File: src/rtl/qph_pkg.sv
// Shared types and constants for the quadratic probe hash table core.
`timescale 1ns / 1ps
package qph_pkg;

    localparam int KEY_W      = 64;
    localparam int VAL_W      = 64;
    localparam int CNT_W      = 10;
    localparam int SLOT_OUT_W = 10;
    localparam int MULT_W     = 30;
    localparam int PROD_W     = 62;

    localparam logic [MULT_W-1:0] HASH_MULT = 30'd536870909;
    localparam logic [CNT_W-1:0]  CAP_RESET = 10'd714;

    localparam logic [1:0] FLAGS_FREE = 2'b00;
    localparam logic [1:0] FLAGS_OCC  = 2'b01;
    localparam logic [1:0] FLAGS_TOMB = 2'b10;

    typedef enum logic [1:0] {
        OP_LOOKUP = 2'd0,
        OP_INSERT = 2'd1,
        OP_REMOVE = 2'd2,
        OP_CLEAR  = 2'd3
    } op_t;

    typedef enum logic [1:0] {
        ST_OK        = 2'd0,
        ST_NOT_FOUND = 2'd1,
        ST_DUPLICATE = 2'd2,
        ST_NO_ROOM   = 2'd3
    } status_t;

    typedef enum logic [3:0] {
        S_INIT_CLR,
        S_IDLE,
        S_DISPATCH,
        S_HASH,
        S_ADDR,
        S_READ,
        S_EVAL,
        S_CLEAR,
        S_RESULT
    } state_t;

    typedef struct packed {
        logic    load_item;
        logic    hash_start;
        logic    probe_init;
        logic    probe_step;
        logic    write_insert;
        logic    write_remove;
        logic    clear_step;
        logic    count_clr;
        logic    count_inc;
        logic    count_dec;
        logic    out_load;
        logic    out_slot_en;
        logic    out_value_en;
        status_t out_status;
    } cmd_t;

    typedef struct packed {
        op_t  opcode;
        logic hash_done;
        logic occ;
        logic tomb;
        logic key_match;
        logic exhausted;
        logic clear_last;
        logic count_full;
        logic out_free;
    } stat_t;

endpackage

File: src/rtl/qph_ctrl.sv
// Controller: sequences dispatch, hashing, probe walk, clear sweep and result hand-off.
`timescale 1ns / 1ps
module qph_ctrl (
    input  logic           clk,
    input  logic           rst_n,
    input  logic           in_valid,
    output logic           in_ready,
    input  qph_pkg::stat_t stat,
    output qph_pkg::cmd_t  cmd
);

    qph_pkg::state_t  state_reg;
    qph_pkg::state_t  state_next;
    qph_pkg::status_t res_status_reg;
    qph_pkg::status_t res_status_next;
    logic             res_slot_reg;
    logic             res_slot_next;
    logic             res_value_reg;
    logic             res_value_next;

    always_ff @(posedge clk or negedge rst_n)
    begin
        if (!rst_n)
        begin
            state_reg      <= qph_pkg::S_INIT_CLR;
            res_status_reg <= qph_pkg::ST_OK;
            res_slot_reg   <= 1'b0;
            res_value_reg  <= 1'b0;
        end
        else
        begin
            state_reg      <= state_next;
            res_status_reg <= res_status_next;
            res_slot_reg   <= res_slot_next;
            res_value_reg  <= res_value_next;
        end
    end

    always_comb
    begin
        state_next      = state_reg;
        res_status_next = res_status_reg;
        res_slot_next   = res_slot_reg;
        res_value_next  = res_value_reg;
        cmd             = '0;
        cmd.out_status  = res_status_reg;
        cmd.out_slot_en = res_slot_reg;
        cmd.out_value_en = res_value_reg;
        in_ready        = 1'b0;
        case (state_reg)
            qph_pkg::S_INIT_CLR:
            begin
                cmd.clear_step = 1'b1;
                if (stat.clear_last)
                begin
                    state_next = qph_pkg::S_IDLE;
                end
            end
            qph_pkg::S_IDLE:
            begin
                in_ready      = 1'b1;
                cmd.load_item = in_valid;
                if (in_valid)
                begin
                    state_next = qph_pkg::S_DISPATCH;
                end
            end
            qph_pkg::S_DISPATCH:
            begin
                res_status_next = qph_pkg::ST_OK;
                res_slot_next   = 1'b0;
                res_value_next  = 1'b0;
                if (stat.opcode == qph_pkg::OP_CLEAR)
                begin
                    state_next = qph_pkg::S_CLEAR;
                end
                else if (stat.opcode == qph_pkg::OP_INSERT && stat.count_full)
                begin
                    res_status_next = qph_pkg::ST_NO_ROOM;
                    state_next      = qph_pkg::S_RESULT;
                end
                else
                begin
                    cmd.hash_start = 1'b1;
                    state_next     = qph_pkg::S_HASH;
                end
            end
            qph_pkg::S_HASH:
            begin
                cmd.probe_init = 1'b1;
                if (stat.hash_done)
                begin
                    state_next = qph_pkg::S_ADDR;
                end
            end
            qph_pkg::S_ADDR:
            begin
                cmd.probe_step = 1'b1;
                state_next     = qph_pkg::S_READ;
            end
            qph_pkg::S_READ:
            begin
                state_next = qph_pkg::S_EVAL;
            end
            qph_pkg::S_EVAL:
            begin
                state_next = qph_pkg::S_RESULT;
                if (stat.opcode == qph_pkg::OP_INSERT)
                begin
                    if (!stat.occ)
                    begin
                        cmd.write_insert = 1'b1;
                        cmd.count_inc    = 1'b1;
                        res_slot_next    = 1'b1;
                    end
                    else if (stat.key_match)
                    begin
                        res_status_next = qph_pkg::ST_DUPLICATE;
                        res_slot_next   = 1'b1;
                    end
                    else if (stat.exhausted)
                    begin
                        res_status_next = qph_pkg::ST_NO_ROOM;
                    end
                    else
                    begin
                        state_next = qph_pkg::S_ADDR;
                    end
                end
                else
                begin
                    if (!stat.occ && !stat.tomb)
                    begin
                        res_status_next = qph_pkg::ST_NOT_FOUND;
                    end
                    else if (stat.occ && stat.key_match)
                    begin
                        res_slot_next = 1'b1;
                        if (stat.opcode == qph_pkg::OP_REMOVE)
                        begin
                            cmd.write_remove = 1'b1;
                            cmd.count_dec    = 1'b1;
                        end
                        else
                        begin
                            res_value_next = 1'b1;
                        end
                    end
                    else if (stat.exhausted)
                    begin
                        res_status_next = qph_pkg::ST_NOT_FOUND;
                    end
                    else
                    begin
                        state_next = qph_pkg::S_ADDR;
                    end
                end
            end
            qph_pkg::S_CLEAR:
            begin
                cmd.clear_step = 1'b1;
                if (stat.clear_last)
                begin
                    cmd.count_clr = 1'b1;
                    state_next    = qph_pkg::S_RESULT;
                end
            end
            qph_pkg::S_RESULT:
            begin
                if (stat.out_free)
                begin
                    cmd.out_load = 1'b1;
                    state_next   = qph_pkg::S_IDLE;
                end
            end
            default:
            begin
                state_next = qph_pkg::S_IDLE;
            end
        endcase
    end

endmodule

File: config.mk
export PLATFORM = sky130hd
export DESIGN_NAME = qph_ctrl
export DESIGN_NICKNAME = d
export VERILOG_FILES = /design/src/rtl/qph_pkg.sv /design/src/rtl/qph_ctrl.sv
export SDC_FILE = /design/constraint.sdc
export NUM_CORES = 1
export LEC_CHECK = 0
export ABC_AREA = 1
export BUFFER_PORTS_ARGS = -buffer_cell sky130_fd_sc_hd__buf_4
export CORE_MARGIN = 1.5
export CORE_UTILIZATION = 53
export CTS_BUF_LIST = sky130_fd_sc_hd__clkbuf_2 sky130_fd_sc_hd__clkbuf_4 sky130_fd_sc_hd__clkbuf_8
export DETAILED_ROUTE_END_ITERATION = 7
export HOLD_SLACK_MARGIN = 0.05
export PLACE_DENSITY = 0.83
export SLEW_MARGIN = 20
export SYNTH_ARGS = -nofsm -noshare
export SYNTH_HDL_FRONTEND = slang
export SYNTH_SLANG_ARGS = --single-unit
File: constraint.sdc
create_clock -name clk -period 2.9 [get_ports clk]
set_clock_uncertainty 0.2 [all_clocks]
set_input_delay 0.435 -clock clk [delete_from_list [all_inputs] [get_ports clk]]
set_output_delay 0.435 -clock clk [all_outputs]
set_load 0.05 [all_outputs]
* Yosys cells after proc, flatten, opt, wreduce, memory -nomap -nowiden *
Cells that the tools add are included.

word-level totals
  bits in registers = 8
  memories = 0
  bits in read-only memories = 0
  bits of input ports = 13
  word-level logic and storage cells = 97
  latch bits = 0
  memory bits (writable) = 0
  output and inout bits = 16

operators by class
  add/sub/neg operators = 0
  bitwise logic cells = 0
  reduce and logical (&&, ||, !) cells = 12
  $mul = 0
  mux-type cells = 54
  divide/modulo/power cells = 0
  shift-type cells = 0
  magnitude comparators = 0
  eq/ne operators = 27

operator list
  kind                                                  count
  two-way mux 4 bit                                     13
  one-hot mux 4 bit (9 select lines)                    1
  two-way mux 1 bit                                     27
  two-way mux 2 bit                                     10
  != test 2 bit (second input constant)                 9
  equality test 4 x 3 -> 1 bit (second input constant)  4
  != test 4 bit (second input constant)                 4
  AND reduction 5 bit                                   3
  != test 3 bit (second input constant)                 3
  equality test 4 x 2 -> 1 bit (second input constant)  2
  equality test 2 bit (second input constant)           2
  equality test 4 x 1 -> 1 bit (second input constant)  1
  equality test 4 bit (second input constant)           1
  logical NOT 4 bit                                     1
  one-hot mux 1 bit (2 select lines)                    2
  one-hot mux 2 bit (2 select lines)                    1
  AND reduction 4 bit                                   1
  logical AND 1 bit                                     3
  equality test 2 x 1 -> 1 bit (second input constant)  1
  logical NOT 1 bit                                     2
  nonzero test 2 bit                                    1
  OR reduction 2 bit                                    1

* Longest topological paths before layout *
  depth after elaboration = 6
  mapped depth = 9
  depth with buffers taken out = 9

* Worst setup path after synthesis *
No wires, ideal clock.

  path type = register to output
  from = register state_reg[3]
  to = output port cmd[9] in the netlist's numbering
  cell stages (with the launch flop) = 7
  path buffers = 1
  data required time = 2265 ps
  data arrival time = 2263 ps
  path slack = 2 ps
  cells stage by stage = dfrtp_1 -> inv_1 -> nand2_2 -> nor2_4 -> inv_2 -> nor3_1 -> buf_4

RTL lines
  item                    RTL line        source
  start, declared         qph_ctrl.sv:12  qph_pkg::state_t state_reg;
  start signal, assigned  qph_ctrl.sv:25  state_reg <= qph_pkg::S_INIT_CLR;
  start signal, assigned  qph_ctrl.sv:32  state_reg <= state_next;
  end, declared           qph_ctrl.sv:9   output qph_pkg::cmd_t cmd

==> impl_metrics.csv <==
group,metric,value,unit
layout,drive_gt1_share,32.7,%
routing,routed_wl,1710,microns
layout,fill_cells,114,
layout,fin_util,75.5,%
layout,area_delta_synth_final,30.3,%
timing,fin_crit_sh,77.3,%
routing,drt-initial-drc-count,19,
pwr,power_density,962,nW/um^2
worst_setup_path,cp-end-kind,"primary output",
cts,cts_htree_levels,1,
worst_setup_path,crit_arrival,1610,ps
layout,antenna_cells,0,
floorplan,ios,29,
layout,largest_reg_flops,4,
placement,placed_cells,170,
worst_setup_path,start_kind,"flip-flop",
logic_synthesis,synth_cells,131,
cts,clkTransAtPathRegs,50,ps
floorplan,die_x,41.0,microns
logic_synthesis,synthSimpleGateAreaFrac,52.5,%
timing,setup_viol,0,
worst_setup_path,cp_max_fo,6,
floorplan,dieArea,1680,sq um
floorplan,core-area,1320,sq um
routing,first_pass_iters,4,
hold_path,min_path_type,"primary input to flip-flop",
routing,postRouteAntennaNets,0,
routing,routedWlPerCell,9.85,microns
routing,vias,861,
timing,max-slew-margin-rel,83.0,%
logic_synthesis,synth_cell_types,16,
cts,clock_sinks,8,
logic_synthesis,synth.yosys.seq_area_share,26.2,%
timing,hold_viol_final,0,
timing,tightest_slew,253,ps
floorplan,start_util,57.9,%
timing,drv_slew,0,
global_routing,grt_use_total,24.9,%
floorplan,die_h,41.0,microns
logic_synthesis,yosysWarnings,0,
layout,final_common_cell,"nand2_1",
global_routing,grt_overflow,0,
worst_setup_path,crit_type,"flip-flop to primary output",
logic_synthesis,syn-num-nets,144,
cts,cts_buffers,3,
pwr,leakagePower,0.602,nW
logic_synthesis,synthMuxAreaShare,0,%
timing,tns,0,ps
global_routing,grt_max_degree,10,
timing,max_freq,446,MHz
placement,place_area,962,sq um
placement,portBuffers,28,
routing,drc,0,
layout,layout_common_cells,"40 x nand2_1, 28 x buf_4, 19 x inv_1",
layout,layout.nets,174,
layout,stdcell_area,995,sq um
flow_run,cap_viol_max_count,0,
cts,cts_tree,"yes",
logic_synthesis,yosys.area_share.xor_xnor,0,%
cts,clock_path_buffers,2,
routing,viasPerCell,4.95,
global_routing,antenna_found_initial,0,
global_routing,grt_pass1_wl,2730,microns
placement,place_hpwl,1460,microns
outcome,outcome,"finished clean",
cts,root_buffer,"clkbuf_4",
logic_synthesis,syn_area,763,sq um
logic_synthesis,synth-adder-area-share,0,%
global_routing,grt_pass1_vias,717,
cts,clk_latency,250,ps
floorplan,placementRows,13,
placement,gp_congestion,0.857,
worst_setup_path,required,2270,ps
timing,rsz0062_at_grt,"no",
layout,final_cells,174,
logic_synthesis,synth_compound_area_share,4.59,%
timing,min_period,2240,ps
pwr,ir_drop,653,uV
logic_synthesis,ys_ff_latch,8,
logic_synthesis,syn_area_per_cell,5.83,sq um
cts,cts_setup_buffers,0,
logic_synthesis,synth_top_family_by_area,"simple AND/OR/NAND/NOR gates",
-- final timing paths --
path	start	end	slack (ps)	cells past startpoint
max reg2reg	state_reg[1]$_DFFE_PN0P_	state_reg[0]$_DFFE_PN0P_	1420	7
max in group asynchronous	rst_n	state_reg[0]$_DFFE_PN0P_	2050	2
min	stat[2]	state_reg[2]$_DFFE_PN0P_	260	4
min in group asynchronous	rst_n	res_status_reg[1]$_DFFE_PN0P_	330	2
min reg2reg	res_status_reg[1]$_DFFE_PN0P_	res_status_reg[1]$_DFFE_PN0P_	270	2
max	state_reg[3]$_DFFE_PN0P_	cmd[13]	660	6
-- layer usage --
| metal | global-route usage [%] | part of all wire [%] | vias to the layer above |
|---|---|---|---|
| met5 | 0 | 0 | - |
| met4 | 0 | 0 | 0 |
| met3 | 9.78 | 5.9 | 0 |
| met2 | 49.2 | 54 | 30 |
| met1 | 25.3 | 40 | 379 |
| li1 | - | - | 452 |
-- worst max-delay path: stages (launching register included) --
cell     delay [ps]
dfrtp_1         440
nor2_2          250
nand2_1         140
inv_2            90
nand2_1          90
a21oi_1         140
buf_4           210
-- stage by stage --
step	setup WS, ps	total power [W]	hold slack [ps]
3_3_place_gp	907	0.000866	53.4
5_1_grt	483	0.00104	254
6_report	658	0.000957	262
2_1_floorplan	2.48	0.000722	-60.6
3_5_place_dp	877	0.000875	54.9
4_1_cts	649	0.000964	255
-- where the power goes --
| group | internal [W] | leakage [nW] | switching, W |
|---|---|---|---|
| clock network | 0.0000472 | 0.0138 | 0.0000350 |
| registers | 0.000158 | 0.104 | 0.0000522 |
| logic | 0.000202 | 0.485 | 0.000463 |
| total | 0.000407 | 0.602 | 0.000550 |
-- synth_stat cells --
master	instances	area (sq um)
inv_2	7	26.3
nor2_4	3	33.8
or2_2	1	6.26
nor3_1	2	10.0
dfrtp_1	8	200
o21ai_0	2	10.0
inv_1	19	71.3
nand3_1	14	70.1
nor2_1	13	48.8
o21ai_1	2	10.0
buf_4	4	30.0
nand2_2	6	37.5
nand2_1	40	150
nor2_2	4	25.0
nand4_1	3	18.8
a21oi_1	3	15.0
-- cell type report --
class                      instances  area (sq um)  area share (%)
sequential                         8           200            20.1
clock buffer                       3          22.5            2.26
multi-input combinational         93           435            43.8
tap                               15          18.8            1.89
timing repair buffer              29           220            22.1
inverter                          26          97.6            9.81
-- logic make-up (layout without fill, tap and decap cells) --
group                  count (synthesis)  count (layout)
AOI/OAI and AO/OA                      7               7
buffers and inverters                 30              58
DFF                                    8               8
and+or+nand+nor                       86              86
-- timing repair --
item	4_1_cts	5_1_grt
endpoints found under the hold margin	8	0
hold buffers	1	0
resized for setup	0	0
setup endpoints to repair	0	0
Power figures use the tool's default switching activity.
